**src/sv/swpp_pkg.sv**
```systemverilog
// Package for the sliding window packet pacer: sizes, codes, result and
// configuration types. No dependencies.
`timescale 1ns / 1ps

package swpp_pkg;

  // Storage sizes.
  localparam int Q_DEPTH = 16;
  localparam int W_DEPTH = 64;
  localparam int Q_AW    = (Q_DEPTH > 1) ? $clog2(Q_DEPTH) : 1;
  localparam int Q_CW    = $clog2(Q_DEPTH + 1);
  localparam int W_AW    = (W_DEPTH > 1) ? $clog2(W_DEPTH) : 1;
  localparam int W_CW    = $clog2(W_DEPTH + 1);

  // Field widths.
  localparam int KIND_W = 2;
  localparam int TIME_W = 32;
  localparam int SIZE_W = 16;
  localparam int TAG_W  = 16;
  localparam int RATE_W = 20;
  localparam int OVS_W  = 16;
  localparam int WMS_W  = 16;
  localparam int QB_W   = 20;

  // Window byte total, rate plus overshoot plus one, threshold and compare widths.
  localparam int WB_W   = SIZE_W + W_CW;
  localparam int RO_W   = RATE_W + 1;
  localparam int THR_W  = RO_W + WMS_W;
  localparam int LHS_W  = WB_W + 1 + 3;
  localparam int CMP_W  = (THR_W > LHS_W) ? THR_W : LHS_W;

  // Configuration port.
  localparam int CFG_AW = 4;
  localparam int CFG_DW = 32;
  localparam logic [1:0] REG_OVERSHOOT  = 2'd0;
  localparam logic [1:0] REG_WINDOW_MS  = 2'd1;
  localparam logic [1:0] REG_START_RATE = 2'd2;

  localparam logic [OVS_W-1:0]  OVS_RESET   = OVS_W'(20);
  localparam logic [WMS_W-1:0]  WMS_RESET   = WMS_W'(500);
  localparam logic [RATE_W-1:0] START_RESET = RATE_W'(150);

  // Item kinds.
  localparam logic [KIND_W-1:0] KIND_ENQ  = 2'd0;
  localparam logic [KIND_W-1:0] KIND_TICK = 2'd1;
  localparam logic [KIND_W-1:0] KIND_RATE = 2'd2;
  localparam logic [KIND_W-1:0] KIND_NONE = 2'd3;

  // Result status codes.
  localparam logic STAT_SENT = 1'b0;
  localparam logic STAT_DROP = 1'b1;

  typedef enum logic [2:0] {
    ST_IDLE,
    ST_APPLY,
    ST_MUL,
    ST_EV_RD,
    ST_EV_CHK,
    ST_REL,
    ST_FIN
  } state_t;

  typedef struct packed {
    logic              status;
    logic [TAG_W-1:0]  tag;
    logic [SIZE_W-1:0] size;
    logic [QB_W-1:0]   buffered;
    logic              last;
  } res_t;

  typedef struct packed {
    logic [OVS_W-1:0]  overshoot;
    logic [WMS_W-1:0]  window_ms;
    logic [RATE_W-1:0] start_rate;
    logic              rate_load;
  } cfg_t;

  typedef struct packed {
    logic              en;
    logic [W_AW-1:0]   addr;
    logic [TIME_W-1:0] stamp;
    logic [SIZE_W-1:0] size;
  } win_wr_t;

endpackage

```
**src/sv/swpp_win_mem.sv**
```systemverilog
// Send window record memory: send time and size per entry, one write port and
// one registered read port. Depends on swpp_pkg.
`timescale 1ns / 1ps

module swpp_win_mem
  import swpp_pkg::*;
(
  input  logic              clk,
  input  win_wr_t           wr,
  input  logic [W_AW-1:0]   rd_addr,
  output logic [TIME_W-1:0] rd_stamp,
  output logic [SIZE_W-1:0] rd_size
);

  logic [TIME_W-1:0] stamp_mem [W_DEPTH];
  logic [SIZE_W-1:0] size_mem  [W_DEPTH];

  always_ff @(posedge clk) begin
    if (wr.en) begin
      stamp_mem[wr.addr] <= wr.stamp;
      size_mem[wr.addr]  <= wr.size;
    end
  end

  always_ff @(posedge clk) begin
    rd_stamp <= stamp_mem[rd_addr];
    rd_size  <= size_mem[rd_addr];
  end

endmodule

```
**config.mk**
```make
export PLATFORM = sky130hd
export DESIGN_NAME = swpp_win_mem
export DESIGN_NICKNAME = d
export VERILOG_FILES = /design/src/sv/swpp_pkg.sv /design/src/sv/swpp_win_mem.sv
export SDC_FILE = /design/constraint.sdc
export NUM_CORES = 2
export LEC_CHECK = 0
export BUFFER_PORTS_ARGS = -buffer_cell sky130_fd_sc_hd__clkbuf_2
export CORE_ASPECT_RATIO = 0.75
export CORE_MARGIN = 2
export CORE_UTILIZATION = 40
export CTS_BUF_LIST = sky130_fd_sc_hd__clkbuf_8
export CTS_CLUSTER_DIAMETER = 80
export DETAILED_ROUTE_END_ITERATION = 10
export PLACE_DENSITY_LB_ADDON = 0.3
export SKIP_LAST_GASP = 1
export SLEW_MARGIN = 20
export SYNTH_ARGS = -nofsm -noshare
export SYNTH_HDL_FRONTEND = slang
export SYNTH_SLANG_ARGS = --single-unit
```
**constraint.sdc**
```tcl
create_clock -name clk -period 5.1 [get_ports clk]
set_input_delay 0.765 -clock clk [delete_from_list [all_inputs] [get_ports clk]]
set_output_delay 0.765 -clock clk [all_outputs]
set_load 0.01 [all_outputs]
```
==> run metrics <==
GPL Wtd Cong=0.781; largest net degree at the start of global routing=103; vias in the first global route=57.4k; Post-CTS Resized=0; WP data arrival=4.14 ns; Fin. Hold Viols=0; M2 GR Usage=31.5%; clock tree sinks=3120; min cycle time layout=3.22 ns; initial antenna violation count=13; area leader, netlist=edfxtp_1; DRC errors left=0; Wirelength per Cell=30.7 um; r2r startpoint=size_mem[6][2]$_DFFE_PP_; grt ovf=0; asr flop ratio synth=0%; DPL Wire Length=171 mm; beginning of the critical path=rd_addr[2]; global-route wire length before repair=430 mm; Std-Cell Core Area=293000 sq um; final WL=304 mm; DR vias=57.0k; CTS tree=built; Yosys cell types=44; via/cell ratio=5.76; Sum Neg Setup Slack=0 ns; Post-synth EDFFs=3072; depth of the worst hold-timing path=1; status=completed; Syn Nets=5166; Cells after Synth=5104; HP Class=in2reg; Final Setup Violations=0; crit start category=input port; grt peak-use layer=met2; Initial Utilization=40.2%; min-delay src=wr[17]; First DRT Iteration DRCs=6905; Worst R2R Setup Slack=2.83 ns; most common cell after layout, fill and taps aside=edfxtp_1; CP Capture Type=register; Max Root-Sink Buffers=4; storage element area=93200 sq um; Global Route met1 Usage=29.3%; sequential share of the synthesized area=79.2%; Post-CTS Hold Buffers=0; CP max FO=66; RSZ-0062 raised after global routing=no; Yosys top cell area share=78.4%; Reg clk slew, reported paths=0.07 ns; layout cell share with drive strength beyond 1=29.8%; Clock Tree Root=clkbuf_8; Layout area overhead=12.7%; drt first pass iters=5; Slew @ Worst Pin=1.17 ns; htree depth=5; Die X=630 um; Worst VDD drop=0.255 mV; FF-to-FF End=rd_size[2]$_DFF_P_; worst skew pair latency=1.04 ns; Max Transition Viols Final=0; Synth Area per Inst=23.0 sq um; period utilisation layout=63.1%; fmax=311 MHz; number of CTS-inserted buffers=449; dominant synthesized flop cell=edfxtp_1; gr usage total=20.1%; Req. time, crit path=6.02 ns; overall power=49.7 mW; Global Route met3 Usage=3.42%; synthesized area=118000 sq um; Ports=110; fillers=24.4k; #FFs+latches synth=3120; relative slew slack=22.2%; area of the multi-input gates=23300 sq um; most frequent cells in the layout=3072 x edfxtp_1, 695 x mux4_2, 486 x clkbuf_8; Pwr per Cell Area=375 nW/um^2; top cells by area, synth=edfxtp_1 78%, mux4_2 13%, mux2i_1 1.1%; Die H=474 um; FP Rows=172; I/O Buffers=109; critical setup path kind=in2reg; number of max-cap violations=0; DRT antenna net count=0; Post-CTS Setup Inserts=0; Layout Nets=5669; synth warn=0; FF-to-FF path depth=4; Pleak=41.6 nW; die area=298000 sq um; clk_skew=0.0699 ns; hold-critical path endpoint=stamp_mem[3][1]$_DFFE_PP_
[registers in the layout, summed over array words and instances, names as in the netlist]
name       cells
stamp_mem   2048
size_mem    1024
rd_stamp      32
rd_size       16
[synthesized netlist by cell type (17+ instances only)]
cell type and instances:
edfxtp_1 3072, mux4_2 695, o22ai_1 201, mux2i_1 126, nor2_1 115, buf_2 102, clkbuf_1 87, mux2_2 74
buf_4 66, o221ai_1 65, o21ai_0 50, dfxtp_1 48, o22a_1 38, a211oi_1 37, nand2_1 37, a22oi_1 32
nor4_1 30, nand3_1 27, buf_6 25, a21oi_1 19, and2_1 19, nor3_1 19, nand4_1 17
[worst max-delay path, cell delays in order]
cell and delay (ns):
buf_8 0.39, nor2b_2 0.11, buf_4 0.27, nand2b_2 0.83, o22ai_1 0.21, nor4_1 0.99
o22a_1 0.39
[worst max-delay path by stage]
stage / to / slack (ns)
detailed placement: rd_size[2]$_DFF_P_ / 0.84
finish: rd_size[2]$_DFF_P_ / 1.88
CTS: rd_size[2]$_DFF_P_ / 1.95
floorplan: size_mem[10][0]$_DFFE_PP_ / 1.03
global placement: rd_stamp[6]$_DFF_P_ / 0.70
global route: rd_size[2]$_DFF_P_ / 1.97
[metrics by stage]
| stage | std cells | cell area (sq um) | util [%] | worst slack, ns | hold slack [ns] |
|---|---|---|---|---|---|
| after floorplan | 5104 | 118000 | - | 1.03 | 0.757 |
| after global placement | 9070 | 124000 | 42.4 | 0.700 | 0.782 |
| after detailed placement | 9071 | 124000 | 42.4 | 0.835 | 0.809 |
| after CTS | 9887 | 133000 | 45.3 | 1.95 | 0.273 |
| after global routing | 9890 | 133000 | 45.3 | 1.97 | 0.236 |
| final | 9897 | 133000 | 45.3 | 1.88 | 0.259 |
[cells by family after synthesis]
| family | share of synthesized area (%) |
|---|---|
| AO/OA/AOI/OAI | 2.93 |
| flip-flops | 79.2 |
| multiplexers | 15.1 |
| buffers and inverters | 1.47 |
| AND/OR/NAND/NOR | 1.28 |
[power by group]
group / switching (mW) / internal [mW]
Sequential: 0.137 / 28.4
Clock: 9.39 / 9.30
Combinational: 1.59 / 0.904
[area by class of cell]
| cell class | instances | area share, % |
|---|---|---|
| sequential | 3120 | 70.3 |
| multi-input combinational | 1688 | 17.5 |
| clock buffer | 486 | 5.04 |
| tap | 3915 | 3.69 |
| timing repair buffer | 347 | 2.17 |
| clock inverter | 330 | 1.25 |
| antenna | 10 | 0.0189 |
| inverter | 1 | 0.00472 |
[per-layer routing]
metal / part of all wire [%] / vias up
li1: - / 23011
met4: 2.4 / 0
met1: 43 / 31061
met2: 47 / 2541
met5: 0 / -
met3: 7.4 / 400
Note: power is estimated with default switching activity, not from simulation.
