--- config.mk ---
export PLATFORM = sky130hd
export DESIGN_NAME = swpp_cfg
export DESIGN_NICKNAME = d
export VERILOG_FILES = /design/src/sv/swpp_pkg.sv /design/src/sv/swpp_cfg.sv
export SDC_FILE = /design/constraint.sdc
export NUM_CORES = 1
export LEC_CHECK = 0
export ABC_AREA = 1
export BUFFER_PORTS_ARGS = -buffer_cell sky130_fd_sc_hd__buf_4
export CAP_MARGIN = 20
export CORE_MARGIN = 1.5
export CORE_UTILIZATION = 42
export DETAILED_ROUTE_END_ITERATION = 10
export PLACE_DENSITY = 0.76
export SKIP_LAST_GASP = 1
export SLEW_MARGIN = 10
export SYNTH_ARGS = -nofsm -noshare
export SYNTH_HDL_FRONTEND = slang
export SYNTH_SLANG_ARGS = --single-unit
--- constraint.sdc ---
create_clock -name clk -period 0.8 [get_ports clk]
set_input_delay 0.08 -clock clk [delete_from_list [all_inputs] [get_ports clk]]
set_output_delay 0.08 -clock clk [all_outputs]
set_load 0.005 [all_outputs]
--- src/sv/swpp_pkg.sv ---
// Package for the sliding window packet pacer: sizes, codes, result and
// configuration types. No dependencies.
`timescale 1ns / 1ps

package swpp_pkg;

  // Storage sizes.
  localparam int Q_DEPTH = 16;
  localparam int W_DEPTH = 64;
  localparam int Q_AW    = (Q_DEPTH > 1) ? $clog2(Q_DEPTH) : 1;
  localparam int Q_CW    = $clog2(Q_DEPTH + 1);
  localparam int W_AW    = (W_DEPTH > 1) ? $clog2(W_DEPTH) : 1;
  localparam int W_CW    = $clog2(W_DEPTH + 1);

  // Field widths.
  localparam int KIND_W = 2;
  localparam int TIME_W = 32;
  localparam int SIZE_W = 16;
  localparam int TAG_W  = 16;
  localparam int RATE_W = 20;
  localparam int OVS_W  = 16;
  localparam int WMS_W  = 16;
  localparam int QB_W   = 20;

  // Window byte total, rate plus overshoot plus one, threshold and compare widths.
  localparam int WB_W   = SIZE_W + W_CW;
  localparam int RO_W   = RATE_W + 1;
  localparam int THR_W  = RO_W + WMS_W;
  localparam int LHS_W  = WB_W + 1 + 3;
  localparam int CMP_W  = (THR_W > LHS_W) ? THR_W : LHS_W;

  // Configuration port.
  localparam int CFG_AW = 4;
  localparam int CFG_DW = 32;
  localparam logic [1:0] REG_OVERSHOOT  = 2'd0;
  localparam logic [1:0] REG_WINDOW_MS  = 2'd1;
  localparam logic [1:0] REG_START_RATE = 2'd2;

  localparam logic [OVS_W-1:0]  OVS_RESET   = OVS_W'(20);
  localparam logic [WMS_W-1:0]  WMS_RESET   = WMS_W'(500);
  localparam logic [RATE_W-1:0] START_RESET = RATE_W'(150);

  // Item kinds.
  localparam logic [KIND_W-1:0] KIND_ENQ  = 2'd0;
  localparam logic [KIND_W-1:0] KIND_TICK = 2'd1;
  localparam logic [KIND_W-1:0] KIND_RATE = 2'd2;
  localparam logic [KIND_W-1:0] KIND_NONE = 2'd3;

  // Result status codes.
  localparam logic STAT_SENT = 1'b0;
  localparam logic STAT_DROP = 1'b1;

  typedef enum logic [2:0] {
    ST_IDLE,
    ST_APPLY,
    ST_MUL,
    ST_EV_RD,
    ST_EV_CHK,
    ST_REL,
    ST_FIN
  } state_t;

  typedef struct packed {
    logic              status;
    logic [TAG_W-1:0]  tag;
    logic [SIZE_W-1:0] size;
    logic [QB_W-1:0]   buffered;
    logic              last;
  } res_t;

  typedef struct packed {
    logic [OVS_W-1:0]  overshoot;
    logic [WMS_W-1:0]  window_ms;
    logic [RATE_W-1:0] start_rate;
    logic              rate_load;
  } cfg_t;

  typedef struct packed {
    logic              en;
    logic [W_AW-1:0]   addr;
    logic [TIME_W-1:0] stamp;
    logic [SIZE_W-1:0] size;
  } win_wr_t;

endpackage

--- src/sv/swpp_cfg.sv ---
// APB-style configuration registers of the pacer.
// Depends on swpp_pkg.
`timescale 1ns / 1ps

module swpp_cfg
  import swpp_pkg::*;
(
  input  logic              clk,
  input  logic              rst_n,
  input  logic              psel,
  input  logic              penable,
  input  logic              pwrite,
  input  logic [CFG_AW-1:0] paddr,
  input  logic [CFG_DW-1:0] pwdata,
  output logic [CFG_DW-1:0] prdata,
  output cfg_t              cfg
);

  logic [OVS_W-1:0]  ovs_r;
  logic [WMS_W-1:0]  wms_r;
  logic [RATE_W-1:0] start_r;
  logic              wr_en;
  logic [1:0]        reg_idx;

  assign reg_idx = paddr[3:2];
  assign wr_en   = psel & penable & pwrite;

  always_ff @(posedge clk) begin
    if (!rst_n) begin
      ovs_r   <= OVS_RESET;
      wms_r   <= WMS_RESET;
      start_r <= START_RESET;
    end else if (wr_en) begin
      case (reg_idx)
        REG_OVERSHOOT:  ovs_r   <= pwdata[OVS_W-1:0];
        REG_WINDOW_MS:  wms_r   <= pwdata[WMS_W-1:0];
        REG_START_RATE: start_r <= pwdata[RATE_W-1:0];
        default: ;
      endcase
    end
  end

  always_comb begin
    case (reg_idx)
      REG_OVERSHOOT:  prdata = CFG_DW'(ovs_r);
      REG_WINDOW_MS:  prdata = CFG_DW'(wms_r);
      REG_START_RATE: prdata = CFG_DW'(start_r);
      default:        prdata = '0;
    endcase
  end

  // The network rate is reloaded in the same cycle that start_rate is written.
  assign cfg.overshoot  = ovs_r;
  assign cfg.window_ms  = wms_r;
  assign cfg.start_rate = pwdata[RATE_W-1:0];
  assign cfg.rate_load  = wr_en && (reg_idx == REG_START_RATE);

endmodule

==> results.cfg, run 1 <==
[global_route]
grt_max_degree = 28
met2_usage_pct = 37.6
busiest_layer = met2
grt_pass1_wl_um = 11600
grt_usage_pct = 20.2
grtUsageMet1_pct = 23.4
use_met3_pct = 3.08
grt_overflow = 0
antenna_found_initial = 0
grt_pass1_vias = 2580

[power_and_ir_drop]
power_per_cell_area_nw_per_um2 = 1340
p_leak_uw = 0.00208
irDropWorstVdd_mv = 1.00

[detailed_routing]
ant_nets = 0
route.detailed.drc = 0
drtPass1Iterations = 4
num_vias = 2869
vias_per_cell = 4.77
wl_per_cell_um = 12.4
routed_wl_um = 7440
drtIter0Drc = 99

[setup_path]
reg2reg_depth = 4
timing.rr.start = ovs_r[3]
crit_path_start = wms_r[5]
r2r_end = ovs_r[3]
critPathMaxFanout = 2
end_kind = output pin
crit_path_end = prdata[5]
required_ns = 0.72
cp.arrival_ns = 0.95
start_kind = register
critPathKind = register to output pin
r2r_slack_ns = 0

[min_path]
hold_path.class = input pin to register

[synth]
syn_area_um2 = 2680
synthCells = 411
yosysUniqueCellTypes = 15
synth_seq_cells = 52
yosysSeqAreaShare_pct = 38.9
yosysWarnings = 0
syn_avg_cell_area_um2 = 6.51

[run]
maxCapViolCount = 0

[placed_design]
dpl.hpwl_um = 4970
port_buffers = 99
placed_cells = 563
gp_congestion = 0.765
place_area_um2 = 3450

[floorplanning]
start_util_pct = 44.4
design.core.area_um2 = 6030
die_w_um = 82.8
rows = 28
io_pins = 126
die_h_um = 82.8
die-area_um2 = 6860

[finish]
nets = 567
fill_cells = 487
antenna_cells = 0
drive_above_1_share_pct = 45.7
finalCoreUtilization_pct = 70.3
final_area_um2 = 4240
instances_no_fill = 602
area_delta_synth_final_pct = 58.3

[clock_network]
h-tree-depth = 2
clockBufferDepth = 2
cts_buffers = 5
clk_latency_ns = 0.30
tritoncts = yes
clockRootBuffer = clkbuf_8
cts.sinks = 52
clk_pin_slew_ns = 0.10

[timing]
rsz0062_at_grt = yes
max_freq_ghz = 0.970
skew_ns = 0
tns_ns = -7.69
min_period_ns = 1.03
fin_crit_sh_pct = 129
finalMaxSlewViolations = 0
worst_slack_ns = -0.231
timing.final.hold_violations = 0
finalSetupViolCount = 53

[run_status]
violations = negative setup slack
status = complete, but fails checks
critical path, stage by stage (launching register included):
cell     delay, ns
dfxtp_2       0.34
nand2_1       0.08
nand3_2       0.09
buf_6         0.13
registers in the layout, indices dropped and copies added, names as in the netlist:
name     flops
start_r     20
ovs_r       16
wms_r       16
layer usage:
metal	vias up	wire length, um
met1	1310	3000
li1	1446	-
met4	0	114
met3	10	401
met5	-	0
met2	103	3930
metrics by stage:
| step | total power (uW) | worst slack [ns] | hold WS [ns] |
|---|---|---|---|
| floorplan | 3240 | 0.00987 | 0.206 |
| global placement | 3590 | -0.179 | 0.314 |
| detailed placement | 3610 | -0.213 | 0.322 |
| CTS | 5620 | -0.212 | 0.00141 |
| global route | 5900 | -0.261 | 0.00904 |
| finish | 5680 | -0.231 | 0.00833 |
synth_stat cells:
cell      count  area share (%)
conb_1        1            0.14
buf_2         8             1.5
inv_1        23             3.2
nand2_2       1            0.23
buf_6         2            0.84
buf_4        37              10
clkbuf_1      4            0.56
dfxtp_1      52              39
nor2_2        2            0.47
buf_1         3            0.42
nand3_1      69              13
nor2_4        4             1.7
inv_2         2            0.28
nor2_1       85              12
nand2_1     118              17
final cells by class:
type | count | area (um^2) | share of cell area (%)
tap | 75 | 93.8 | 2.21
clock buffer | 7 | 96.3 | 2.27
sequential | 52 | 1100 | 26.0
multi-input combinational | 291 | 1330 | 31.4
timing repair buffer | 151 | 1490 | 35.2
inverter | 25 | 96.3 | 2.27
clock inverter | 1 | 30.0 | 0.709
cell usage in the layout (no fill, tap or decap):
cell,n
nand2_1,99
nor2_1,84
buf_4,74
buf_6,67
nand3_1,60
dfxtp_2,43
inv_1,22
nand2_2,20
conb_1,12
nand3_2,8
buf_12,8
clkbuf_8,7
dfxtp_1,7
nor2_4,6
inv_2,2
dlygate4sd3_1,2
dfxtp_4,2
inv_4,1
nand3_4,1
nor2_2,1
bufinv_16,1
worst min path at each step:
| stage | cells past startpoint | slack (ns) | startpoint | end |
|---|---|---|---|---|
| 3_5_place_dp | 3 | 0.32 | pwdata[5] | wms_r[5] |
| 4_1_cts | 3 | 0.001 | pwdata[1] | start_r[1] |
| 5_1_grt | 3 | 0.009 | pwdata[4] | wms_r[4] |
| 2_1_floorplan | 2 | 0.21 | pwdata[1] | start_r[1] |
| 3_3_place_gp | 3 | 0.31 | pwdata[1] | start_r[1] |
| 6_report | 3 | 0.008 | pwdata[7] | wms_r[7] |
kinds of logic (layout without fill, tap and decap cells):
group	count (synthesis)	in the layout	synth area share, %
buffers and inverters	79	184	17.2
flip-flops	52	52	38.9
other	1	12	0.140
AND/OR/NAND/NOR	279	279	43.8
what timing repair did:
action | 4_1_cts | 5_1_grt
endpoints found under the hold margin | 2 | 0
setup endpoints to repair | 53 | 53
pin swaps | 25 | 11
setup buffers | 14 | 15
hold buffers | 2 | 0
gates resized for setup | 84 | 62
power by group:
group          internal, uW  switching, uW  total, uW
Clock                  1100            863       1970
Combinational           531            489       1020
Sequential             2650           45.8       2690
Total                  4280           1400       5680
Power figures use the tool's default switching activity.
==> inputs of run 2 (changes only) <==
- TNS_END_PERCENT: not set -> 10
==> run 2 against run 1 <==
- worst setup slack got worse by 0.013 ns
- global-route usage fell by 0.85 points
- register-to-register slack improved by 0.11 ns
- worst hold slack improved by 0.0021 ns
- sequential power barely moved
- highest routed layer unchanged
- critical path depth did not move
- the flow still finishes with violations (negative setup slack)
==> results.cfg, run 2 (same netlist as run 1, synthesis figures left out) <==
[power_and_ir_drop]
p_leak_uw = 0.00190
irDropWorstVdd_mv = 0.955
power_per_cell_area_nw_per_um2 = 1470

[finish]
top_register = start_r
finalCoreUtilization_pct = 63.3
largestRegisters = start_r: 20 flops, ovs_r: 16 flops, wms_r: 16 flops
fill_cells = 549
final_area_um2 = 3810
antenna_cells = 0
mostFrequentLayoutCells = buf_4 (122), nand2_1 (106), nor2_1 (84)
largest_reg_flops = 20
nets = 551
instances_no_fill = 586
area_delta_synth_final_pct = 42.5
drive_above_1_share_pct = 39.5
final_common_cell = buf_4

[timing]
tns_ns = -7.26
timing.final.hold_violations = 0
finalSetupViolCount = 53
finalMaxSlewViolations = 0
fin_crit_sh_pct = 130
skew_ns = 0
max_freq_ghz = 0.958
min_period_ns = 1.04
worst_slack_ns = -0.244
rsz0062_at_grt = yes

[global_route]
grt_usage_pct = 19.3
grt_pass1_vias = 2509
antenna_found_initial = 0
grt_pass1_wl_um = 11200
grt_overflow = 0
grt_max_degree = 28

[run]
maxCapViolCount = 0

[placed_design]
gp_congestion = 0.765
place_area_um2 = 3450
dpl.hpwl_um = 4970
placed_cells = 563
port_buffers = 99

[clock_network]
cts_buffers = 5
tritoncts = yes
cts.sinks = 52
h-tree-depth = 2
clockRootBuffer = clkbuf_8
clockBufferDepth = 2
clk_latency_ns = 0.30
clk_pin_slew_ns = 0.09

[setup_path]
end_kind = output pin
critPathMaxFanout = 3
cpMaxStageDelayCell = dfxtp_2
critPathKind = register to output pin
cp.arrival_ns = 0.96
crit_family = flip-flops
start_kind = register
required_ns = 0.72
timing.critical_path.buf_inv = 1
cpPeakStageDelay_ns = 0.34
worstPathCellList = nand2_1 -> nand3_1 -> buf_4

[run_status]
violations = negative setup slack
status = complete, but fails checks

[detailed_routing]
ant_nets = 0
num_vias = 2779
drtPass1Iterations = 5
vias_per_cell = 4.74
wl_per_cell_um = 12.0
route.detailed.drc = 0
routed_wl_um = 7030
drtIter0Drc = 91

[floorplanning]
design.core.area_um2 = 6030
io_pins = 126
start_util_pct = 44.4
die_w_um = 82.8
die_h_um = 82.8
rows = 28
die-area_um2 = 6860

[min_path]
hold_path.class = input pin to register
[run 2: changes by cell type in the layout (fill, tap and decap cells not counted), moves of 2 or more]
| cell | before | now |
|---|---|---|
| buf_6 | 67 | 3 |
| buf_4 | 74 | 122 |
| dfxtp_1 | 7 | 20 |
| dfxtp_2 | 43 | 32 |
| nand2_1 | 99 | 106 |
| nand2_2 | 20 | 13 |
| dfxtp_4 | 2 | 0 |
| nand3_1 | 60 | 62 |
[run 2: cell type report]
class | instances | area [um^2] | area share (%)
repair buffers | 135 | 1130 | 29.6
well taps | 75 | 93.8 | 2.46
clock inverters | 1 | 30.0 | 0.787
flip-flops and latches | 52 | 1080 | 28.3
multi-input cells | 291 | 1290 | 33.8
inverters | 25 | 93.8 | 2.46
clock buffers | 7 | 96.3 | 2.53
[run 2: final timing paths]
check                           slack, ns    endpoint  cells past startpoint  startpoint
worst max register to register       0.11    wms_r[4]                      3    wms_r[4]
worst min-delay path                 0.01  start_r[4]                      3   pwdata[4]
worst min register to register       0.46  start_r[4]                      2  start_r[4]
worst max-delay path                -0.24   prdata[5]                      3    ovs_r[5]
[run 2: worst register-to-register path, stage by stage (launching register included)]
cell and delay [ns]:
dfxtp_2 0.34, buf_4 0.13, nand2_1 0.05, nand3_1 0.06
[run 2: per-layer routing]
layer	global-route usage, %	share of wire (%)
met2	36.5	52
met4	6.67	1.8
met1	21.5	40
met5	0	0
met3	3.48	5.9
[run 2: through the flow]
step                setup WS [ns]  hold WS [ns]  power [uW]
floorplan                 0.00987         0.206        3240
detailed placement         -0.213         0.322        3610
CTS                        -0.212       0.00141        5570
global route               -0.299        0.0125        5800
finish                     -0.244        0.0104        5590
global placement           -0.179         0.314        3590
[run 2: timing repair]
| item | 4_1_cts | 5_1_grt |
|---|---|---|
| resized for setup | 20 | 34 |
| buffers inserted | 9 | 4 |
| endpoints found under the hold margin | 2 | 0 |
| hold buffers | 2 | 0 |
| endpoints found under the setup margin | 53 | 53 |
| pin swaps | 7 | 6 |
[run 2: report_power, final]
group | switching (uW) | leakage [uW] | internal, uW
clock network | 876 | 0.0000645 | 1100
registers | 39.2 | 0.000428 | 2650
logic | 460 | 0.00141 | 460
